<file path="src/hw/rtl/xtt_pkg.sv">
package xtt_pkg;

    // Default width of the saturating name and attribute counters.
    localparam int LENGTH_BITS_DEFAULT = 16;

    // Configuration port geometry: 32-bit data, word-aligned registers.
    localparam int APB_DATA_BITS = 32;
    localparam int APB_ADDR_BITS = 3;

    // Register index, taken from the word address bit.
    localparam logic REG_DOT_IS_SEPARATOR = 1'b0;

    // Role codes reported with every byte.
    localparam logic [2:0] ROLE_OUT   = 3'd0;
    localparam logic [2:0] ROLE_OPEN  = 3'd1;
    localparam logic [2:0] ROLE_SEP   = 3'd2;
    localparam logic [2:0] ROLE_NAME  = 3'd3;
    localparam logic [2:0] ROLE_ATTR  = 3'd4;
    localparam logic [2:0] ROLE_CLOSE = 3'd5;

    // Characters the lexer reacts to.
    localparam logic [7:0] CH_LT     = 8'h3C;
    localparam logic [7:0] CH_GT     = 8'h3E;
    localparam logic [7:0] CH_SLASH  = 8'h2F;
    localparam logic [7:0] CH_SQUOTE = 8'h27;
    localparam logic [7:0] CH_DQUOTE = 8'h22;
    localparam logic [7:0] CH_DOT    = 8'h2E;
    localparam logic [7:0] CH_TAB    = 8'h09;
    localparam logic [7:0] CH_LF     = 8'h0A;
    localparam logic [7:0] CH_SPACE  = 8'h20;

endpackage

</file>
<file path="src/hw/rtl/xml_tag_tokenizer.sv">
// Byte-serial XML tag lexer. Every transfer on the data channel carries one
// document byte and yields exactly one result transfer that echoes the byte
// and gives its role (outside tag, opener, separator, name, attribute or
// closer), whether it lies inside a quoted value, end-of-tag flags for
// closing and self-closing tags, and saturating name and attribute lengths.
// The block takes one byte per clock: the tag state and the result register
// are both updated in the cycle a byte is accepted, so the next byte may
// follow immediately, and a held result stalls the input only while the
// result channel is stalled. A byte's result shows in the next cycle.
// The period-as-whitespace option is set through the configuration port at
// word address 0 (bit 0, reset 1) and should only be changed while idle.
module xml_tag_tokenizer #(
    parameter int LENGTH_BITS = xtt_pkg::LENGTH_BITS_DEFAULT
) (
    input  logic                                clk,
    input  logic                                rst_n,
    // Configuration port
    input  logic                                psel,
    input  logic                                penable,
    input  logic                                pwrite,
    input  logic [xtt_pkg::APB_ADDR_BITS-1:0]   paddr,
    input  logic [xtt_pkg::APB_DATA_BITS-1:0]   pwdata,
    output logic [xtt_pkg::APB_DATA_BITS-1:0]   prdata,
    output logic                                pready,
    // Byte input channel
    input  logic                                data_valid,
    output logic                                data_ready,
    input  logic [7:0]                          data_byte,
    // Result channel
    output logic                                result_valid,
    input  logic                                result_ready,
    output logic [7:0]                          byte_out,
    output logic [2:0]                          byte_role,
    output logic                                quoted,
    output logic                                tag_end,
    output logic                                closing_tag,
    output logic                                self_closing,
    output logic [LENGTH_BITS-1:0]              name_length,
    output logic [LENGTH_BITS-1:0]              attr_length
);
    import xtt_pkg::*;

    typedef enum logic [2:0] {
        PH_OUTSIDE,
        PH_PRE_NAME,
        PH_AFTER_SLASH,
        PH_NAME,
        PH_POST_NAME,
        PH_ATTR
    } phase_t;

    logic                   dot_sep_reg;
    phase_t                 phase_reg, phase_next;
    logic                   sq_reg, sq_next;
    logic                   dq_reg, dq_next;
    logic                   closing_seen_reg, closing_seen_next;
    logic                   slash_seen_reg, slash_seen_next;
    logic [LENGTH_BITS-1:0] name_count_reg, name_count_next;
    logic [LENGTH_BITS-1:0] attr_count_reg, attr_count_next;

    logic                   result_valid_reg;
    logic [7:0]             byte_reg;
    logic [2:0]             role_reg, role_next;
    logic                   quoted_reg, quoted_next;
    logic                   tag_end_reg, tag_end_next;
    logic                   closing_reg, self_closing_reg;
    logic [LENGTH_BITS-1:0] name_len_reg, attr_len_reg;

    logic                   cfg_write;
    logic                   accept;
    logic                   is_space;
    logic                   quote_open;
    logic                   attr_step;
    logic [LENGTH_BITS-1:0] name_inc, attr_inc;

    // Configuration access: always ready, one register at word 0.
    assign pready    = 1'b1;
    assign cfg_write = psel && penable && pwrite && pready;
    assign prdata    = (paddr[2] == REG_DOT_IS_SEPARATOR)
                       ? {{(APB_DATA_BITS-1){1'b0}}, dot_sep_reg}
                       : '0;

    // The result register frees up when it is empty or being taken.
    assign data_ready = !result_valid_reg || result_ready;
    assign accept     = data_valid && data_ready;

    // Byte classes and saturating increments.
    assign is_space = (data_byte == CH_SPACE) || (data_byte == CH_TAB)
                      || (data_byte == CH_LF) || ((data_byte == CH_DOT) && dot_sep_reg);
    assign quote_open = sq_reg || dq_reg;
    assign name_inc = (&name_count_reg) ? name_count_reg : name_count_reg + 1'b1;
    assign attr_inc = (&attr_count_reg) ? attr_count_reg : attr_count_reg + 1'b1;

    // Tag state update and result for the incoming byte.
    always_comb
    begin
        phase_next        = phase_reg;
        sq_next           = sq_reg;
        dq_next           = dq_reg;
        closing_seen_next = closing_seen_reg;
        slash_seen_next   = slash_seen_reg;
        name_count_next   = name_count_reg;
        attr_count_next   = attr_count_reg;
        role_next         = ROLE_OUT;
        quoted_next       = 1'b0;
        tag_end_next      = 1'b0;
        attr_step         = 1'b0;

        if (phase_reg == PH_OUTSIDE) begin
            if (data_byte == CH_LT) begin
                role_next         = ROLE_OPEN;
                phase_next        = PH_PRE_NAME;
                sq_next           = 1'b0;
                dq_next           = 1'b0;
                closing_seen_next = 1'b0;
                slash_seen_next   = 1'b0;
                name_count_next   = '0;
                attr_count_next   = '0;
            end
        end else if (data_byte == CH_GT && !(phase_reg == PH_ATTR && quote_open)) begin
            role_next    = ROLE_CLOSE;
            tag_end_next = 1'b1;
        end else begin
            case (phase_reg)
                PH_PRE_NAME, PH_AFTER_SLASH:
                begin
                    if (is_space) begin
                        role_next = ROLE_SEP;
                    end else if (phase_reg == PH_PRE_NAME && data_byte == CH_SLASH) begin
                        role_next         = ROLE_SEP;
                        closing_seen_next = 1'b1;
                        phase_next        = PH_AFTER_SLASH;
                    end else begin
                        role_next       = ROLE_NAME;
                        name_count_next = name_inc;
                        phase_next      = PH_NAME;
                    end
                end
                PH_NAME, PH_POST_NAME:
                begin
                    if (data_byte == CH_SLASH) begin
                        role_next       = ROLE_SEP;
                        slash_seen_next = 1'b1;
                        phase_next      = PH_POST_NAME;
                    end else if (is_space) begin
                        role_next  = ROLE_SEP;
                        phase_next = PH_POST_NAME;
                    end else if (phase_reg == PH_NAME) begin
                        role_next       = ROLE_NAME;
                        name_count_next = name_inc;
                    end else begin
                        role_next  = ROLE_ATTR;
                        attr_step  = 1'b1;
                        phase_next = PH_ATTR;
                    end
                end
                default:
                begin
                    role_next = ROLE_ATTR;
                    attr_step = 1'b1;
                end
            endcase
        end

        // Attribute text: count it and track quotes, including the first byte.
        if (attr_step) begin
            attr_count_next = attr_inc;
            if (sq_reg) begin
                if (data_byte == CH_SQUOTE) sq_next = 1'b0;
                else                        quoted_next = 1'b1;
            end else if (dq_reg) begin
                if (data_byte == CH_DQUOTE) dq_next = 1'b0;
                else                        quoted_next = 1'b1;
            end else if (data_byte == CH_SQUOTE) begin
                sq_next = 1'b1;
            end else if (data_byte == CH_DQUOTE) begin
                dq_next = 1'b1;
            end else if (data_byte == CH_SLASH) begin
                slash_seen_next = 1'b1;
            end
        end
    end

    // Configuration, tag state and the result register.
    always_ff @(posedge clk or negedge rst_n)
    begin
        if (!rst_n) begin
            dot_sep_reg      <= 1'b1;
            phase_reg        <= PH_OUTSIDE;
            sq_reg           <= 1'b0;
            dq_reg           <= 1'b0;
            closing_seen_reg <= 1'b0;
            slash_seen_reg   <= 1'b0;
            name_count_reg   <= '0;
            attr_count_reg   <= '0;
            result_valid_reg <= 1'b0;
            byte_reg         <= '0;
            role_reg         <= ROLE_OUT;
            quoted_reg       <= 1'b0;
            tag_end_reg      <= 1'b0;
            closing_reg      <= 1'b0;
            self_closing_reg <= 1'b0;
            name_len_reg     <= '0;
            attr_len_reg     <= '0;
        end else begin
            if (cfg_write && paddr[2] == REG_DOT_IS_SEPARATOR) begin
                dot_sep_reg <= pwdata[0];
            end

            if (accept) begin
                result_valid_reg <= 1'b1;
                byte_reg         <= data_byte;
                role_reg         <= role_next;
                quoted_reg       <= quoted_next;
                tag_end_reg      <= tag_end_next;
                closing_reg      <= tag_end_next && closing_seen_next;
                self_closing_reg <= tag_end_next && slash_seen_next;
                name_len_reg     <= (phase_next == PH_OUTSIDE) ? '0 : name_count_next;
                attr_len_reg     <= (phase_next == PH_OUTSIDE) ? '0 : attr_count_next;

                // A tag closer clears the whole tag state.
                if (tag_end_next) begin
                    phase_reg        <= PH_OUTSIDE;
                    sq_reg           <= 1'b0;
                    dq_reg           <= 1'b0;
                    closing_seen_reg <= 1'b0;
                    slash_seen_reg   <= 1'b0;
                    name_count_reg   <= '0;
                    attr_count_reg   <= '0;
                end else begin
                    phase_reg        <= phase_next;
                    sq_reg           <= sq_next;
                    dq_reg           <= dq_next;
                    closing_seen_reg <= closing_seen_next;
                    slash_seen_reg   <= slash_seen_next;
                    name_count_reg   <= name_count_next;
                    attr_count_reg   <= attr_count_next;
                end
            end else if (result_ready) begin
                result_valid_reg <= 1'b0;
            end
        end
    end

    assign result_valid = result_valid_reg;
    assign byte_out     = byte_reg;
    assign byte_role    = role_reg;
    assign quoted       = quoted_reg;
    assign tag_end      = tag_end_reg;
    assign closing_tag  = closing_reg;
    assign self_closing = self_closing_reg;
    assign name_length  = name_len_reg;
    assign attr_length  = attr_len_reg;

    // A tag end is always reported with the closer role.
    assert property (@(posedge clk) disable iff (!rst_n)
        result_valid_reg && tag_end_reg |-> role_reg == ROLE_CLOSE)
        else $error("tag end without closer role");

    // Closing and self-closing flags appear only on a tag end.
    assert property (@(posedge clk) disable iff (!rst_n)
        result_valid_reg && (closing_reg || self_closing_reg) |-> tag_end_reg)
        else $error("tag flag outside tag end");

    // Outside a tag, both quote flags and both counters are clear.
    assert property (@(posedge clk) disable iff (!rst_n)
        phase_reg == PH_OUTSIDE |-> !sq_reg && !dq_reg && name_count_reg == '0
                                    && attr_count_reg == '0)
        else $error("tag state not cleared outside tag");

    // Only one kind of quote can be open at a time.
    assert property (@(posedge clk) disable iff (!rst_n)
        !(sq_reg && dq_reg))
        else $error("both quote kinds open");

    // A quoted byte is always attribute text.
    assert property (@(posedge clk) disable iff (!rst_n)
        result_valid_reg && quoted_reg |-> role_reg == ROLE_ATTR)
        else $error("quoted byte outside attribute text");

endmodule
</file>
<file path="config.mk">
export PLATFORM = sky130hd
export DESIGN_NAME = xml_tag_tokenizer
export DESIGN_NICKNAME = d
export VERILOG_FILES = /design/src/hw/rtl/xtt_pkg.sv /design/src/hw/rtl/xml_tag_tokenizer.sv
export SDC_FILE = /design/constraint.sdc
export NUM_CORES = 1
export LEC_CHECK = 0
export BUFFER_PORTS_ARGS = -buffer_cell sky130_fd_sc_hd__clkbuf_2
export CAP_MARGIN = 20
export CORE_MARGIN = 5
export CORE_UTILIZATION = 55
export DETAILED_ROUTE_END_ITERATION = 8
export HOLD_SLACK_MARGIN = 0.06
export PLACE_DENSITY_LB_ADDON = 0.12
export SYNTH_ARGS = -nofsm -noshare
export SYNTH_HDL_FRONTEND = slang
export SYNTH_SLANG_ARGS = --single-unit
export TNS_END_PERCENT = 5
</file>
<file path="constraint.sdc">
create_clock -name clk -period 6.1 [get_ports clk]
set_clock_uncertainty 0.15 [all_clocks]
set_input_delay 0.61 -clock clk [delete_from_list [all_inputs] [get_ports clk]]
set_output_delay 0.61 -clock clk [all_outputs]
set_load 0.1 [all_outputs]
</file>
==> run_results.csv <==
group,metric,value,unit
critical_path,slowest_stage,"a21oi_1",
sta,hold_violations,0,
min_path,worstHoldPathType,"input port to register",
final_layout,area_growth,8.75,%
sta,rsz0062_at_grt,"false",
critical_path,path_cells,"or3_1, nand2_1, nand2_1, a21oi_1, o21ai_0, a31oi_1",
final_layout,drive_gt1_share,17.2,%
critical_path,endpoint_kind,"register",
die,core-area,0.00933,mm²
pwr,p_switching,1.03,mW
pwr,leakage,2.56,nW
synthesis,synth-main-ff-cell,"dfrtp_1",
pwr,pwr-share-seq,36.8,%
sta,setup_tns,0,ns
final_layout,final_cell_area,0.00575,mm²
die,die_w,108,µm
placement,dp_cells,776,
critical_path,path_buf_inv,0,
die,die-area,0.0117,mm²
sta,tightest_slew,1.03,ns
die,initial_utilization,56.7,%
pwr,switching_share,49.9,%
clock_tree,insertion_delay,0.36,ns
pwr,combPwrFrac,43.0,%
clock_tree,root_buffer,"clkbuf_8",
critical_path,reg2reg_depth,6,
detailed_routing,post-route-drc-count,0,
placement,placed_area,0.00555,mm²
sta,relSlewSlack,30.8,%
clock_tree,htreeDepth,3,
synthesis,async_flop_share,100,%
synthesis,yosysWarnings,0,
sta,period_minus_slack,3.69,ns
critical_path,cp_max_fo,19,
global_route,grt_usage,24.3,%
global_route,grt_pass1_vias,4537,
sta,maxSlewViolCount,0,
synthesis,synth_edf_count,0,
global_route,overflow,0,
final_layout,insertedDiodeCount,0,
sta,hold_slack,0.321,ns
pwr,power_per_cell_area,359,mW/mm²
die,num_rows,35,
sta,finalWorstSetupSlack,2.41,ns
clock_tree,cts_sinks,88,
critical_path,arrival,3.83,ns
clock_tree,cts_buffer_depth,2,
min_path,min_to,"result_valid$_DFFE_PN0P_",
final_layout,stdcell_count,793,
pwr,ir_drop,277,µV
clock_tree,cts_buffers,9,
critical_path,cpPeakStageDelay,0.92,ns
detailed_routing,via_per_inst,5.97,
min_path,holdPathStages,2,
pwr,finalPower,2.06,mW
clock_tree,cts-resized-gates,0,
detailed_routing,drt-initial-drc-count,201,
critical_path,cp_top_family,"simple AND/OR/NAND/NOR gates",
critical_path,required,6.24,ns
critical_path,critical_path_class,"register to register",
run_status,status,"completed",
die,die_y,108,µm
placement,dp_worst_setup_slack,2.43,ns
critical_path,r2r_end,"name_count_reg[8]$_DFFE_PN0P_",
pwr,clockPowerShare,20.2,%
placement,routabilityCongestion,0.926,
sta,final-setup-viol-count,0,
sta,fin_crit_sh,60.5,%
synthesis,seq_area_frac_synth,41.7,%
final_layout,nNetsFinal,711,
critical_path,crit_top_cell,"nand2_1",
critical_path,r2r-start,"phase_reg[2]$_DFFE_PN0P_",
synthesis,ys_ff_latch,88,
die,ios,132,
placement,hpwl,9680,µm
detailed_routing,vias,4736,
global_route,grt_start_max_net_pins,76,
detailed_routing,ant_nets,0,
clock_tree,cts_tree,"done",
pwr,internal_power,1.03,mW
final_layout,final_core_util,61.7,%
synthesis,netlist_area,0.00529,mm²
sta,timing.fmax,0.271,GHz
clock_tree,path_clk_slew,0.10,ns
detailed_routing,wl_per_cell,17.5,µm
critical_path,rrSetupSlack,2.41,ns
global_route,antenna_found_initial,0,
critical_path,critPathLaunchType,"register",
synthesis,syn_inst,614,
placement,port-buffer-count,66,
synthesis,synth_cell_types,79,
detailed_routing,drt-total-wl,13900,µm
flow_run,drv_cap,0,
min_path,hold_start,"data_valid",
synthesis,avgSynthCellArea,8.61,µm²
global_route,grt_pass1_wl,22800,µm
detailed_routing,drtPass1Iterations,5,
## routing by layer
layer / up-vias / routed length, µm / GRT usage, %
met1: 2260 / 6090 / 33.2
met5: - / 0 / 0
li1: 2275 / - / -
met2: 188 / 6670 / 40.1
met4: 0 / 161 / 6.67
met3: 13 / 926 / 4.24
## cell usage in the layout, fill, tap and decap left out, types with 5 or more instances in the layout
master    synthesis  routed
a32o_1            8       8
a21oi_1          20      20
a31oi_1          16      16
mux2i_1           8       8
clkbuf_8          0       9
and2_1            6       6
or2_2             5       5
buf_4            32       5
o21ai_1           8       8
clkbuf_2          1      65
o31ai_1          12      12
nor2_1           41      41
o211ai_1          5       5
a22o_1           10      10
nand3_1          36      36
nand2_1         105     104
o21ai_0          35      35
dfrtp_1          87      87
nor3_1           17      17
inv_1             5       5
and3_1           12      12
conb_1            2      32
nand4_1          18      18
nand2b_1          5       5
## worst max path at each step
| stage | from | endpoint | slack (ns) | cells after the start |
|---|---|---|---|---|
| floorplan | result_valid$_DFFE_PN0P_ | name_count_reg[5]$_DFFE_PN0P_ | 2.91 | 5 |
| detailed placement | data_byte[0] | name_count_reg[8]$_DFFE_PN0P_ | 2.43 | 8 |
| global route | phase_reg[2]$_DFFE_PN0P_ | name_count_reg[8]$_DFFE_PN0P_ | 2.27 | 6 |
| global placement | data_byte[0] | name_count_reg[8]$_DFFE_PN0P_ | 2.46 | 8 |
| CTS | phase_reg[2]$_DFFE_PN0P_ | name_count_reg[8]$_DFFE_PN0P_ | 2.46 | 6 |
| finish | phase_reg[2]$_DFFE_PN0P_ | name_count_reg[8]$_DFFE_PN0P_ | 2.41 | 6 |
## cells in the mapped netlist (8+ instances only)
| cell | count | area (µm²) |
|---|---|---|
| nand2_1 | 105 | 394 |
| dfrtp_1 | 87 | 2180 |
| nor2_1 | 41 | 154 |
| nand3_1 | 36 | 180 |
| o21ai_0 | 35 | 175 |
| buf_4 | 32 | 240 |
| clkbuf_1 | 21 | 78.8 |
| a21oi_1 | 20 | 100 |
| nand4_1 | 18 | 113 |
| nor3_1 | 17 | 85.1 |
| a31oi_1 | 16 | 100 |
| buf_2 | 13 | 65.1 |
| and3_1 | 12 | 75.1 |
| o31ai_1 | 12 | 90.1 |
| a22o_1 | 10 | 87.6 |
| a32o_1 | 8 | 80.1 |
| mux2i_1 | 8 | 80.1 |
| o21ai_1 | 8 | 40.0 |
## power by group through the flow
| stage | sequential [mW] | clock [mW] | combinational, mW |
|---|---|---|---|
| finish | 0.760 | 0.416 | 0.888 |
| global route | 0.774 | 0.446 | 0.941 |
| CTS | 0.759 | 0.426 | 0.887 |
| detailed placement | 0.770 | 0 | 0.884 |
| global placement | 0.763 | 0 | 0.873 |
| floorplan | 1.09 | 0 | 0.409 |
## logic make-up (layout without fill, tap and decap cells)
kind of cell / Yosys count / in the layout / synth area share, %
DFF: 88 / 88 / 41.7
AOI/OAI and AO/OA: 153 / 153 / 20.6
muxes: 10 / 10 / 1.94
and+or+nand+nor: 284 / 284 / 27.1
adders and majority gates: 2 / 2 / 0.473
buffers and inverters: 73 / 93 / 7.78
other: 2 / 32 / 0.142
xor gates and xnor gates: 2 / 2 / 0.331
## what timing repair did
item                                   4_1_cts  5_1_grt
buffers inserted                             0        0
endpoints found under the hold margin       27        0
hold buffers                                 1        0
## cell type report
cell class,instances,area [µm²]
Clock buffer,10,128
Sequential cell,88,2200
Fill cell,817,3580
Clock inverter,6,67.6
Tap cell,129,161
Multi-Input combinational cell,483,2790
Timing Repair Buffer,72,384
Inverter,5,18.8
Note: power is estimated with default switching activity, not from simulation.
